`src/rtl/actor_critic_table_learner_macros.svh`:
```
// assertion macros of the learner rtl, used by actc_ctrl
`ifndef ACTOR_CRITIC_TABLE_LEARNER_MACROS_SVH
`define ACTOR_CRITIC_TABLE_LEARNER_MACROS_SVH

// same-cycle implication
`define ACTC_ASSERT_IMP(label, ante, cons) \
  label: assert property (@(posedge clk) disable iff (rst) (ante) |-> (cons)) \
    else $error("actc assertion failed");

// next-cycle implication
`define ACTC_ASSERT_NXT(label, ante, cons) \
  label: assert property (@(posedge clk) disable iff (rst) (ante) |=> (cons)) \
    else $error("actc assertion failed");

`endif

```
`src/rtl/actc_pkg.sv`:
```
// types, constants and helpers of the actor-critic table learner
package actc_pkg;

  localparam int NS = 1024;
  localparam int NA = 4;
  localparam int VW = 32;
  localparam int SW = $clog2(NS);
  localparam int AW = $clog2(NA);

  localparam int OP_W = 2;
  localparam int ACT_W = 2;
  localparam int REW_W = 32;
  localparam int VD_W = 32;
  localparam int CH_W = 2;
  localparam int ST_FIELD_W = 10;

  localparam int PS_LSB = 0;
  localparam int CS_LSB = PS_LSB + ST_FIELD_W;
  localparam int ACT_LSB = CS_LSB + ST_FIELD_W;
  localparam int REW_LSB = ACT_LSB + ACT_W;
  localparam int IN_W = 56;
  localparam int OUT_W = 40;

  localparam int LR_W = 15;
  localparam int AS_W = 31;
  localparam int CFG_IDX_W = 2;
  localparam int CFG_DATA_W = 31;
  localparam logic [LR_W-1:0] LEARN_RATE_RST = 15'd31130;
  localparam logic [LR_W-1:0] DISCOUNT_RST = 15'd29491;
  localparam logic [AS_W-1:0] ACTOR_STEP_RST = 31'd19661;

  localparam int FRAC_W = 16;
  localparam int SUM_W = VW + AW + 1;
  localparam int DVD_W = VW + FRAC_W;
  localparam int GP_W = VW + LR_W + 1;
  localparam int TD_W = ((VW > REW_W) ? VW : REW_W) + 3;
  localparam int AP_W = TD_W + LR_W + 1;
  localparam int ROUND = 1 << (LR_W - 1);

  typedef enum logic [CFG_IDX_W-1:0] {
    REG_LEARN_RATE = 2'd0,
    REG_DISCOUNT   = 2'd1,
    REG_ACTOR_STEP = 2'd2
  } reg_idx_t;

  typedef enum logic [OP_W-1:0] {
    OP_CRITIC = 2'd0,
    OP_ACTOR  = 2'd1,
    OP_CHOOSE = 2'd2,
    OP_NONE   = 2'd3
  } op_t;

  typedef enum logic [3:0] {
    ST_CLEAR,
    ST_IDLE,
    ST_RD_CUR,
    ST_RD_PREV,
    ST_CAPTURE,
    ST_MUL_G,
    ST_TD,
    ST_MUL_A,
    ST_WR_CRITIC,
    ST_ADD,
    ST_DIV_GO,
    ST_DIV_WAIT,
    ST_WR_ACTOR,
    ST_OUT
  } state_t;

  typedef logic [NA-1:0][VW-1:0] row_t;

  typedef struct packed {
    logic          accept;
    logic          clr;
    logic [SW-1:0] clr_addr;
    logic          rd_prev;
    logic          cap_cur;
    logic          cap_prev;
    logic          mul_g;
    logic          td_calc;
    logic          mul_a;
    logic          wr_critic;
    logic          add_row;
    logic          div_start;
    logic [AW-1:0] ent;
    logic          wr_actor;
    logic          load_out;
  } cmd_t;

  typedef struct packed {
    op_t  op;
    logic sum_zero;
    logic div_done;
  } status_t;

  // lowest index wins on ties
  function automatic logic [AW-1:0] row_argmax(input row_t r);
    logic [AW-1:0] best;
    best = '0;
    for (int a = 1; a < NA; a++) begin
      if ($signed(r[a]) > $signed(r[best])) best = AW'(a);
    end
    return best;
  endfunction

endpackage

```
`src/rtl/actc_ctrl.sv`:
```
// sequencer of the learner: clearing pass, item steps, result handoff
`include "actor_critic_table_learner_macros.svh"

module actc_ctrl (
  input  logic              clk,
  input  logic              rst,
  input  logic              s_tvalid,
  output logic              s_tready,
  output logic              m_tvalid,
  input  logic              m_tready,
  input  actc_pkg::status_t status,
  output actc_pkg::cmd_t    cmd
);
  import actc_pkg::*;

  state_t        state;
  state_t        state_next;
  logic [SW-1:0] clr_cnt;
  logic [SW-1:0] clr_cnt_next;
  logic [AW-1:0] ent;
  logic [AW-1:0] ent_next;
  logic          out_valid;
  logic          out_valid_next;

  always_ff @(posedge clk) begin
    if (rst) begin
      state <= ST_CLEAR;
      clr_cnt <= '0;
      ent <= '0;
      out_valid <= 1'b0;
    end else begin
      state <= state_next;
      clr_cnt <= clr_cnt_next;
      ent <= ent_next;
      out_valid <= out_valid_next;
    end
  end

  always_comb begin
    state_next = state;
    clr_cnt_next = clr_cnt;
    ent_next = ent;
    cmd = '0;
    cmd.clr_addr = clr_cnt;
    cmd.ent = ent;
    case (state)
      ST_CLEAR: begin
        cmd.clr = 1'b1;
        clr_cnt_next = clr_cnt + 1'b1;
        if (clr_cnt == SW'(NS - 1)) state_next = ST_IDLE;
      end
      ST_IDLE: begin
        if (s_tvalid) begin
          cmd.accept = 1'b1;
          state_next = ST_RD_CUR;
        end
      end
      ST_RD_CUR: state_next = ST_RD_PREV;
      ST_RD_PREV: begin
        cmd.rd_prev = 1'b1;
        cmd.cap_cur = 1'b1;
        state_next = ST_CAPTURE;
      end
      ST_CAPTURE: begin
        cmd.cap_prev = 1'b1;
        case (status.op)
          OP_CRITIC: state_next = ST_MUL_G;
          OP_ACTOR:  state_next = ST_ADD;
          default:   state_next = ST_OUT;
        endcase
      end
      ST_MUL_G: begin
        cmd.mul_g = 1'b1;
        state_next = ST_TD;
      end
      ST_TD: begin
        cmd.td_calc = 1'b1;
        state_next = ST_MUL_A;
      end
      ST_MUL_A: begin
        cmd.mul_a = 1'b1;
        state_next = ST_WR_CRITIC;
      end
      ST_WR_CRITIC: begin
        cmd.wr_critic = 1'b1;
        state_next = ST_OUT;
      end
      ST_ADD: begin
        cmd.add_row = 1'b1;
        ent_next = '0;
        state_next = ST_DIV_GO;
      end
      ST_DIV_GO: begin
        if (status.sum_zero) begin
          state_next = ST_WR_ACTOR;
        end else begin
          cmd.div_start = 1'b1;
          state_next = ST_DIV_WAIT;
        end
      end
      ST_DIV_WAIT: begin
        if (status.div_done) begin
          if (ent == AW'(NA - 1)) begin
            state_next = ST_WR_ACTOR;
          end else begin
            ent_next = ent + 1'b1;
            state_next = ST_DIV_GO;
          end
        end
      end
      ST_WR_ACTOR: begin
        cmd.wr_actor = 1'b1;
        state_next = ST_OUT;
      end
      ST_OUT: begin
        if (!out_valid || m_tready) begin
          cmd.load_out = 1'b1;
          state_next = ST_IDLE;
        end
      end
      default: state_next = ST_IDLE;
    endcase
  end

  always_comb begin
    out_valid_next = out_valid;
    if (cmd.load_out) out_valid_next = 1'b1;
    else if (m_tready) out_valid_next = 1'b0;
  end

  assign s_tready = (state == ST_IDLE);
  assign m_tvalid = out_valid;

  `ACTC_ASSERT_NXT(a_load_sets_valid, cmd.load_out, out_valid)
  `ACTC_ASSERT_IMP(a_load_when_free, cmd.load_out, !out_valid || m_tready)
  `ACTC_ASSERT_IMP(a_start_nonzero, cmd.div_start, !status.sum_zero)
  `ACTC_ASSERT_NXT(a_last_entry, state == ST_DIV_WAIT && status.div_done && ent == AW'(NA - 1), state == ST_WR_ACTOR)

endmodule

```
`config.mk`:
```
export PLATFORM = sky130hd
export DESIGN_NAME = actc_ctrl
export DESIGN_NICKNAME = d
export VERILOG_FILES = /design/src/rtl/actc_pkg.sv /design/src/rtl/actc_ctrl.sv
export VERILOG_INCLUDE_DIRS = /design/src /design/src/rtl
export SDC_FILE = /design/constraint.sdc
export NUM_CORES = 1
export LEC_CHECK = 0
export BUFFER_PORTS_ARGS = -buffer_cell sky130_fd_sc_hd__buf_2
export CAP_MARGIN = 20
export CORE_AREA = 2 2 51 53
export CTS_CLUSTER_DIAMETER = 50
export DETAILED_ROUTE_END_ITERATION = 8
export DIE_AREA = 0 0 53 55
export PLACE_DENSITY = 0.77
export SLEW_MARGIN = 20
export SYNTH_ARGS = -nofsm -noshare
export SYNTH_HDL_FRONTEND = slang
export SYNTH_SLANG_ARGS = --single-unit
```
`constraint.sdc`:
```
create_clock -name clk -period 1.5 [get_ports clk]
set_input_delay 0.15 -clock clk [delete_from_list [all_inputs] [get_ports clk]]
set_output_delay 0.15 -clock clk [all_outputs]
set_load 0.02 [all_outputs]
```
* Word-level counts from Yosys, hierarchy flattened
Index checks and enable logic that the tools add are counted.
** Word-level totals
- Bits in registers :: 17
- Word-level logic and storage cells :: 64
** Operators by class
- $add $sub $neg :: 2
- Eq/ne operators :: 21
- Multiplexer cells :: 28
- Reductions and logical operators :: 9
** Operators by type and width (count)
- 4-bit case mux with 13 select lines :: 1
- 4-bit == test, second input constant :: 6
- 4-bit by 3-bit == test with 1-bit output, second input constant :: 4
- 1-bit 2-to-1 mux :: 16
- 4-bit 2-to-1 mux :: 4
- 10-bit by 1-bit adder with 10-bit output, second input constant :: 1
- 10-bit == test, second input constant :: 1
- 2-bit != test, second input constant :: 5
- 4-bit by 2-bit == test with 1-bit output, second input constant :: 2
- 4-bit case mux with 2 select lines :: 1
- 2-bit 2-to-1 mux :: 3
- 3-bit 2-to-1 mux :: 2
- 4-bit by 1-bit == test with 1-bit output, second input constant :: 1
- 4-bit logical NOT :: 1
- 2-bit case mux with 2 select lines :: 1
- 4-bit AND reduction :: 1
- 2-bit nonzero test :: 2
- 3-bit AND reduction :: 1
- 2-bit by 1-bit adder with 2-bit output, second input constant :: 1
- 2-bit by 1-bit == test with 1-bit output, second input constant :: 1
- 2-bit == test, second input constant :: 1
- 2-bit logical NOT :: 1
- 2-bit OR reduction :: 1
- 1-bit logical NOT :: 1
- 1-bit logical OR :: 1

* Logic depth before layout (Yosys ltp)
Gate-level depths: netlist of the first run.
- Depth in word-level cells :: 5
- Gate-level depth with buffers :: 6

* Worst setup path before layout of the first run
Ideal clock, no wire load.
- Path type :: reg-to-reg
- Start point :: reg clr_cnt[4]
- End point :: reg state[2]
- Library setup time :: 86 ps
- Arrival time :: 1654 ps
- Required time :: 1414 ps
- Setup slack :: -239 ps
- Stages on the path, launching flop included :: 5
- Buffers on the path :: 0
- Clock period less this slack :: 1739 ps
- Cells stage by stage :: dfxtp_1 > nand4_2 > o31a_1 > or3_1 > a211oi_1
** On the way
- Longest elaborated chain between the ends :: 3
** Ends and longest elaborated chain
- start, declared :: RTL line actc_ctrl.sv:18 : logic [SW-1:0] clr_cnt;
- start signal, assigned :: RTL line actc_ctrl.sv:33 : clr_cnt <= clr_cnt_next;
- 10-bit == test :: RTL line actc_ctrl.sv:50 : if (clr_cnt == SW'(NS - 1)) state_next = ST_IDLE;
- 2-bit != test (no line)
- 4-bit AND reduction (no line)
- end signal, assigned :: RTL line actc_ctrl.sv:32 : state <= state_next;
- end, declared :: RTL line actc_ctrl.sv:16 : state_t state;
No other way between the ends.
A chain may end at the register's enable or synchronous reset.

==> impl_metrics.yaml, run 1 <==
synth:
  synthTopCellsByArea: "dfxtp_1, nor2_1, xnor2_1"
  synth_ff_type: "dfxtp_1"
  synth_common_cells: "dfxtp_1, nor2_1, nand2_1"
  synth_area_leader_cell: "dfxtp_1"
  yosys_warnings: 0
  synth.distinct_cells: 39
  ys_seq_area_share_pct: 33.66
  netlist.area_leader.share_pct: 33.66
  avgSynthCellArea_sq_um: 8.024
  syn_area_sq_um: 1011
  ys_async_sr_fraction_pct: 0
  syn-num-nets: 136
  syn_inst: 126
  ys_ff_latch: 17
  synth-edff-count: 0
grt:
  antenna_found_initial: 0
  grt_pass1_vias: 1132
  grtUsageTotal_pct: 22.91
  grt_max_degree: 20
  grt.overflow.total: 0
  grt_pass1_wl_um: 4809
job:
  max_cap_viol_count: 0
run_status:
  outcome: "finished with violations"
  violations: "setup timing"
pwr:
  p_leak_nw: 0.7197
  peakVddDrop_uv: 487.9
  p_per_area_nw_per_um2: 452.1
worst_setup_path:
  cp_max_fo: 5
  rrSetupSlack_ps: -140
  cp-start-kind: "flip-flop"
  endpoint_kind: "primary output"
  slowest_delay_ps: 590
  worstPathCellList: "or4_4, inv_8, buf_6, buf_6"
  crit_top_cell: "buf_6"
  critPathSlowestCell: "or4_4"
  path_class: "reg2out"
  crit_required_ps: 1350
  ff2ff_path_depth: 6
  cp_data_arrival_time_ps: 1510
routing:
  via_per_inst: 5.589
  vias: 1196
  avgRoutedWirePerCell_um: 15.58
  drt-total-wl_um: 3335
  ant_nets: 0
  first_pass_iters: 4
  drtIter0Drc: 18
  drc: 0
final_layout:
  nNetsFinal: 195
  syn_to_final_growth_pct: 73.89
  drive_above_1_share_pct: 59.24
  fillers: 163
  stdcell_area_sq_um: 1758
  diodes: 0
sta:
  setup_ws_ps: -160.7
  skew_ps: 0.6180
  setup_viol_count_final: 16
  period_needed_ps: 1661
  fin_crit_sh_pct: 110.7
  fin_hold_ws_ps: 193.8
  slew_viol_final: 0
  max_clock_freq_ghz: 0.6021
  hold_viol: 0
  maxSlewHeadroom_pct: 71.95
  tns_ps: -1328
  rsz0062_at_grt: "true"
  worst_pin_slew_ps: 416.9
clock_tree:
  cts_tree: "done"
  root_buffer: "clkbuf_4"
  clkTransAtPathRegs_ps: 100
  cts_buffers: 3
  hold_buffers: 0
  clock_sinks: 17
  htree_num_levels: 1
  cts.path.max_buffers: 2
  clk_latency_ps: 300
placement:
  port_buffers: 34
  dp_hpwl_um: 1936
  gp_congestion: 0.8449
  placed_area_sq_um: 1388
worst_hold_path:
  hold_depth: 3
  hp-class: "in2reg"
floorplan:
  die_x_um: 53
  start_util_pct: 42.75
  core_sq_um: 2365
  die_h_um: 55
  ioPinCount: 35
  die-area_sq_um: 2915
  fp-row-count: 18
==> timing repair <==
action / in CTS / in global routing
gates resized for setup: 29 / 39
setup endpoints to repair: 22 / 26
pin swaps: 12 / 14
buffers inserted: 9 / 4
==> worst paths after layout <==
check              from          to
max            state[1]     cmd[23]
min            m_tready    m_tvalid
max reg2reg    state[1]  clr_cnt[5]
min reg2reg  clr_cnt[8]  clr_cnt[8]
==> per-stage QoR <==
stage	setup slack (ps)	instances	util, %	power (mW)
after global routing	-223.9	214	74.34	0.8293
after CTS	-199.4	211	66.88	0.7922
after global placement	-46.37	199	58.68	0.5405
final	-160.7	214	74.34	0.7948
after detailed placement	-83.67	199	58.68	0.5449
after floorplan	-18.57	126	-	0.5077
==> cell usage in the layout, fill, tap and decap left out, drive strengths merged <==
cell	netlist	routed
o31a	1	1
o32ai	1	1
nor2	17	17
ha	2	2
o31ai	1	1
o211ai	1	1
a22oi	1	1
o2bb2ai	1	1
or4	2	2
dfxtp	17	17
and3	1	1
xnor2	6	6
nor2b	4	4
buf	3	63
o21ai	4	4
o311a	1	1
a21oi	3	3
or3	2	2
nor4	3	3
nand3	4	4
nor3	9	9
a311oi	1	1
xor2	3	3
nand4	2	2
or2	2	2
inv	3	3
nor4b	1	1
a211oi	2	2
nand4b	1	1
nand2b	6	6
nand2	10	10
and2	2	2
clkbuf	6	4
mux2i	2	2
o311ai	1	1
==> worst max-delay path: cells and delay by family, from the launching register on <==
family | cells | cell delay [ps]
buffers and inverters | 3 | 280
DFF | 1 | 340
and+or+nand+nor | 1 | 590
==> layer usage <==
| metal | up-vias | track usage (%) | part of all wire [%] |
|---|---|---|---|
| met5 | - | 0 | 0 |
| met2 | 52 | 46.46 | 53 |
| met1 | 569 | 22.06 | 37 |
| li1 | 563 | - | - |
| met3 | 12 | 2.957 | 5.7 |
| met4 | 0 | 13.25 | 4.1 |
==> cell type report <==
cell class                 instances  area, sq um  area share (%)
timing repair buffer              63        504.2           28.68
sequential                        17        371.6           21.14
inverter                           3        18.77           1.068
multi-input combinational         97        799.5           45.48
clock buffer                       4        26.28           1.495
tap                               30        37.54           2.135
==> logic make-up (layout without fill, tap and decap cells) <==
| group | count (synthesis) | in the layout | share of synthesized area, % |
|---|---|---|---|
| xor+xnor | 9 | 9 | 7.797 |
| fa+ha+maj | 2 | 2 | 2.475 |
| buf+inv | 12 | 70 | 5.569 |
| compound gates | 18 | 18 | 12.50 |
| mux | 2 | 2 | 1.980 |
| flops | 17 | 17 | 33.66 |
| simple gates | 66 | 66 | 36.01 |
==> report_power, final <==
group          switching (mW)  internal [mW]
clock                   0.152          0.104
combinational          0.0439         0.0365
sequential            0.00712          0.451
total                   0.203          0.591
==> state kept, by name, summed over array words and instances (netlist names) <==
signal / flops
m_tvalid: 1
clr_cnt: 10
ent: 2
state: 4
Note: power is estimated with default switching activity, not from simulation.
==> run 2: changes to the inputs <==
Settings changed: ABC_AREA set to 1, CORE_AREA 2 2 51 53 to 2 2 54 56, DIE_AREA 0 0 53 55 to 0 0 56 58.
==> impl_metrics.yaml, run 2 <==
grt:
  grt.overflow.total: 0
  antenna_found_initial: 0
  grt_max_degree: 13
  grt_pass1_vias: 1079
  grtUsageTotal_pct: 16.87
  grt_pass1_wl_um: 4422
synth:
  synth_compound_area_share_pct: 8.253
  syn_inst: 179
  synthXorXnorAreaFrac_pct: 0.7503
  syn_area_sq_um: 1167
  synthSimpleGateAreaFrac_pct: 44.48
  synth_top_family_by_area: "simple AND/OR/NAND/NOR gates"
  ys_ff_latch: 17
  yosys_warnings: 0
  synth_ff_type: "dfxtp_1"
  ys_async_sr_fraction_pct: 0
  synthAdderAreaFrac_pct: 2.144
  synth-edff-count: 0
  synth.distinct_cells: 27
  synthMuxAreaShare_pct: 0
  synthTopCellsByArea: "dfxtp_1, nand2_1, inv_1"
  yosysMostFrequentCell: "nand2_1"
  synth_area_leader_cell: "dfxtp_1"
  synth_common_cells: "nand2_1, inv_1, nor2_1"
  syn-num-nets: 189
  avgSynthCellArea_sq_um: 6.522
  netlist.area_leader.share_pct: 29.15
  ys_seq_area_share_pct: 29.15
sta:
  max_clock_freq_ghz: 0.6883
  maxSlewHeadroom_pct: 75.13
  skew_ps: 4.818
  slew_viol_final: 0
  setup_viol_count_final: 0
  hold_viol: 0
  worst_pin_slew_ps: 372.7
  rsz0062_at_grt: "true"
  period_needed_ps: 1453
  fin_crit_sh_pct: 96.86
  tns_ps: 0
floorplan:
  die_x_um: 56
  ioPinCount: 35
  start_util_pct: 43.84
  die_h_um: 58
  fp-row-count: 19
  die-area_sq_um: 3248
  core_sq_um: 2663
routing:
  avgRoutedWirePerCell_um: 10.66
  drt-total-wl_um: 2623
  drc: 0
  ant_nets: 0
  first_pass_iters: 4
  vias: 1192
  via_per_inst: 4.846
  drtIter0Drc: 22
clock_tree:
  cts_tree: "done"
  cts.path.max_buffers: 2
  hold_buffers: 0
  cts_buffers: 3
  root_buffer: "clkbuf_4"
  htree_num_levels: 1
  clkTransAtPathRegs_ps: 90
  clock_sinks: 17
  clk_latency_ps: 290
final_layout:
  fin_cells: 246
  regArea_sq_um: 354.1
  nNetsFinal: 226
  largest_register_ffs: 10
  fillers: 298
  multi_input_area_sq_um: 666.9
  drive_above_1_share_pct: 33.49
  regMostFlops: "clr_cnt"
  final_cell_mix: "nand2_1, buf_2, inv_1"
  syn_to_final_growth_pct: 20.79
  diodes: 0
  top_regs: "clr_cnt (10), state (4), ent (2)"
  utilization_pct: 52.96
worst_setup_path:
  cp_num_buf_inv: 3
  slowest_delay_ps: 420
  cp-start-kind: "flip-flop"
  critPathSlowestCell: "dfxtp_4"
  endpoint_kind: "primary output"
  cp_max_fo: 8
  cp_data_arrival_time_ps: 1300
  worstPathCellList: "inv_1, nor2_2, nand3_2, inv_1, buf_2"
  path_delay_family: "flip-flops"
  path_class: "reg2out"
  crit_top_cell: "inv_1"
  crit_required_ps: 1350
placement:
  dp_hpwl_um: 2046
  dp_cells: 241
  port_buffers: 34
  gp_congestion: 0.8119
pwr:
  p_leak_nw: 0.7677
  peakVddDrop_uv: 799.8
  p_total_mw: 2.120
  p_per_area_nw_per_um2: 1504
run_status:
  outcome: "finished clean"
worst_hold_path:
  hp-class: "in2reg"
job:
  max_cap_viol_count: 0
## run 2: changes by cell type in the layout (fill, tap and decap cells not counted), sizes merged, moves of 4 or more
cell	before	now
o21ai	4	8
xnor2	6	0
nor2	17	36
nand3	4	15
nor3	9	4
nor2b	4	0
nand2b	6	0
a21oi	3	10
buf	63	37
nand2	10	39
inv	3	33
## run 2: logic make-up after synthesis
| logic type | Yosys count |
|---|---|
| xor+xnor | 1 |
| compound gates | 19 |
| flops | 17 |
| fa+ha+maj | 2 |
| simple gates | 102 |
| buf+inv | 38 |
## run 2: layout make-up
class / count / share of cell area [%]
Clock buffer: 4 / 1.863
Inverter: 33 / 9.139
Multi-Input combinational cell: 124 / 47.29
Sequential cell: 17 / 25.11
Tap cell: 31 / 2.751
Timing Repair Buffer: 37 / 13.84
## run 2: repair_timing
| item | 4_1_cts | 5_1_grt |
|---|---|---|
| cloned | 0 | 0 |
| resized for setup | 5 | 8 |
| setup buffers | 0 | 1 |
| endpoints found under the setup margin | 5 | 9 |
## run 2: worst register-to-register path, delay by kind of cell (launching register included)
kind,cells,cell delay (ps)
AOI/OAI and AO/OA,2,190
adders and majority gates,1,160
buffers and inverters,3,320
DFF,1,360
and+or+nand+nor,2,300
## run 2: final timing paths
path / startpoint / end / slack [ps] / cells past startpoint
worst max register to register: clr_cnt[0] / state[0] / 120 / 8
worst max-delay path: state[3] / cmd[4] / 50 / 5
worst min-delay path: rst / m_tvalid / 100 / 2
worst min register to register: ent[1] / ent[1] / 470 / 2
## run 2: through the flow
stage	area, sq um	worst slack [ps]	hold WS (ps)
after floorplan	1167	66.50	219.1
after global placement	1343	109.7	409.8
after detailed placement	1343	98.20	408.4
after CTS	1378	14.67	91.58
after global routing	1410	-45.08	108.9
final	1410	47.05	101.7
## run 2: routing by layer
layer / share of wire (%) / track usage, % / wire length [um] / up-vias
met2: 49 / 32.94 / 1292 / 38
met1: 43 / 19.39 / 1137 / 514
li1: - / - / - / 633
met5: 0 / 0 / 0 / -
met4: 2.2 / 5.102 / 58 / 0
met3: 5.1 / 1.563 / 135 / 7
## run 2: where the power goes
| group | leakage (nW) | switching [mW] | total, mW | internal (mW) |
|---|---|---|---|---|
| clock | 0.0150 | 0.142 | 0.246 | 0.104 |
| sequential | 0.141 | 0.123 | 0.678 | 0.555 |
| combinational | 0.612 | 0.783 | 1.20 | 0.413 |
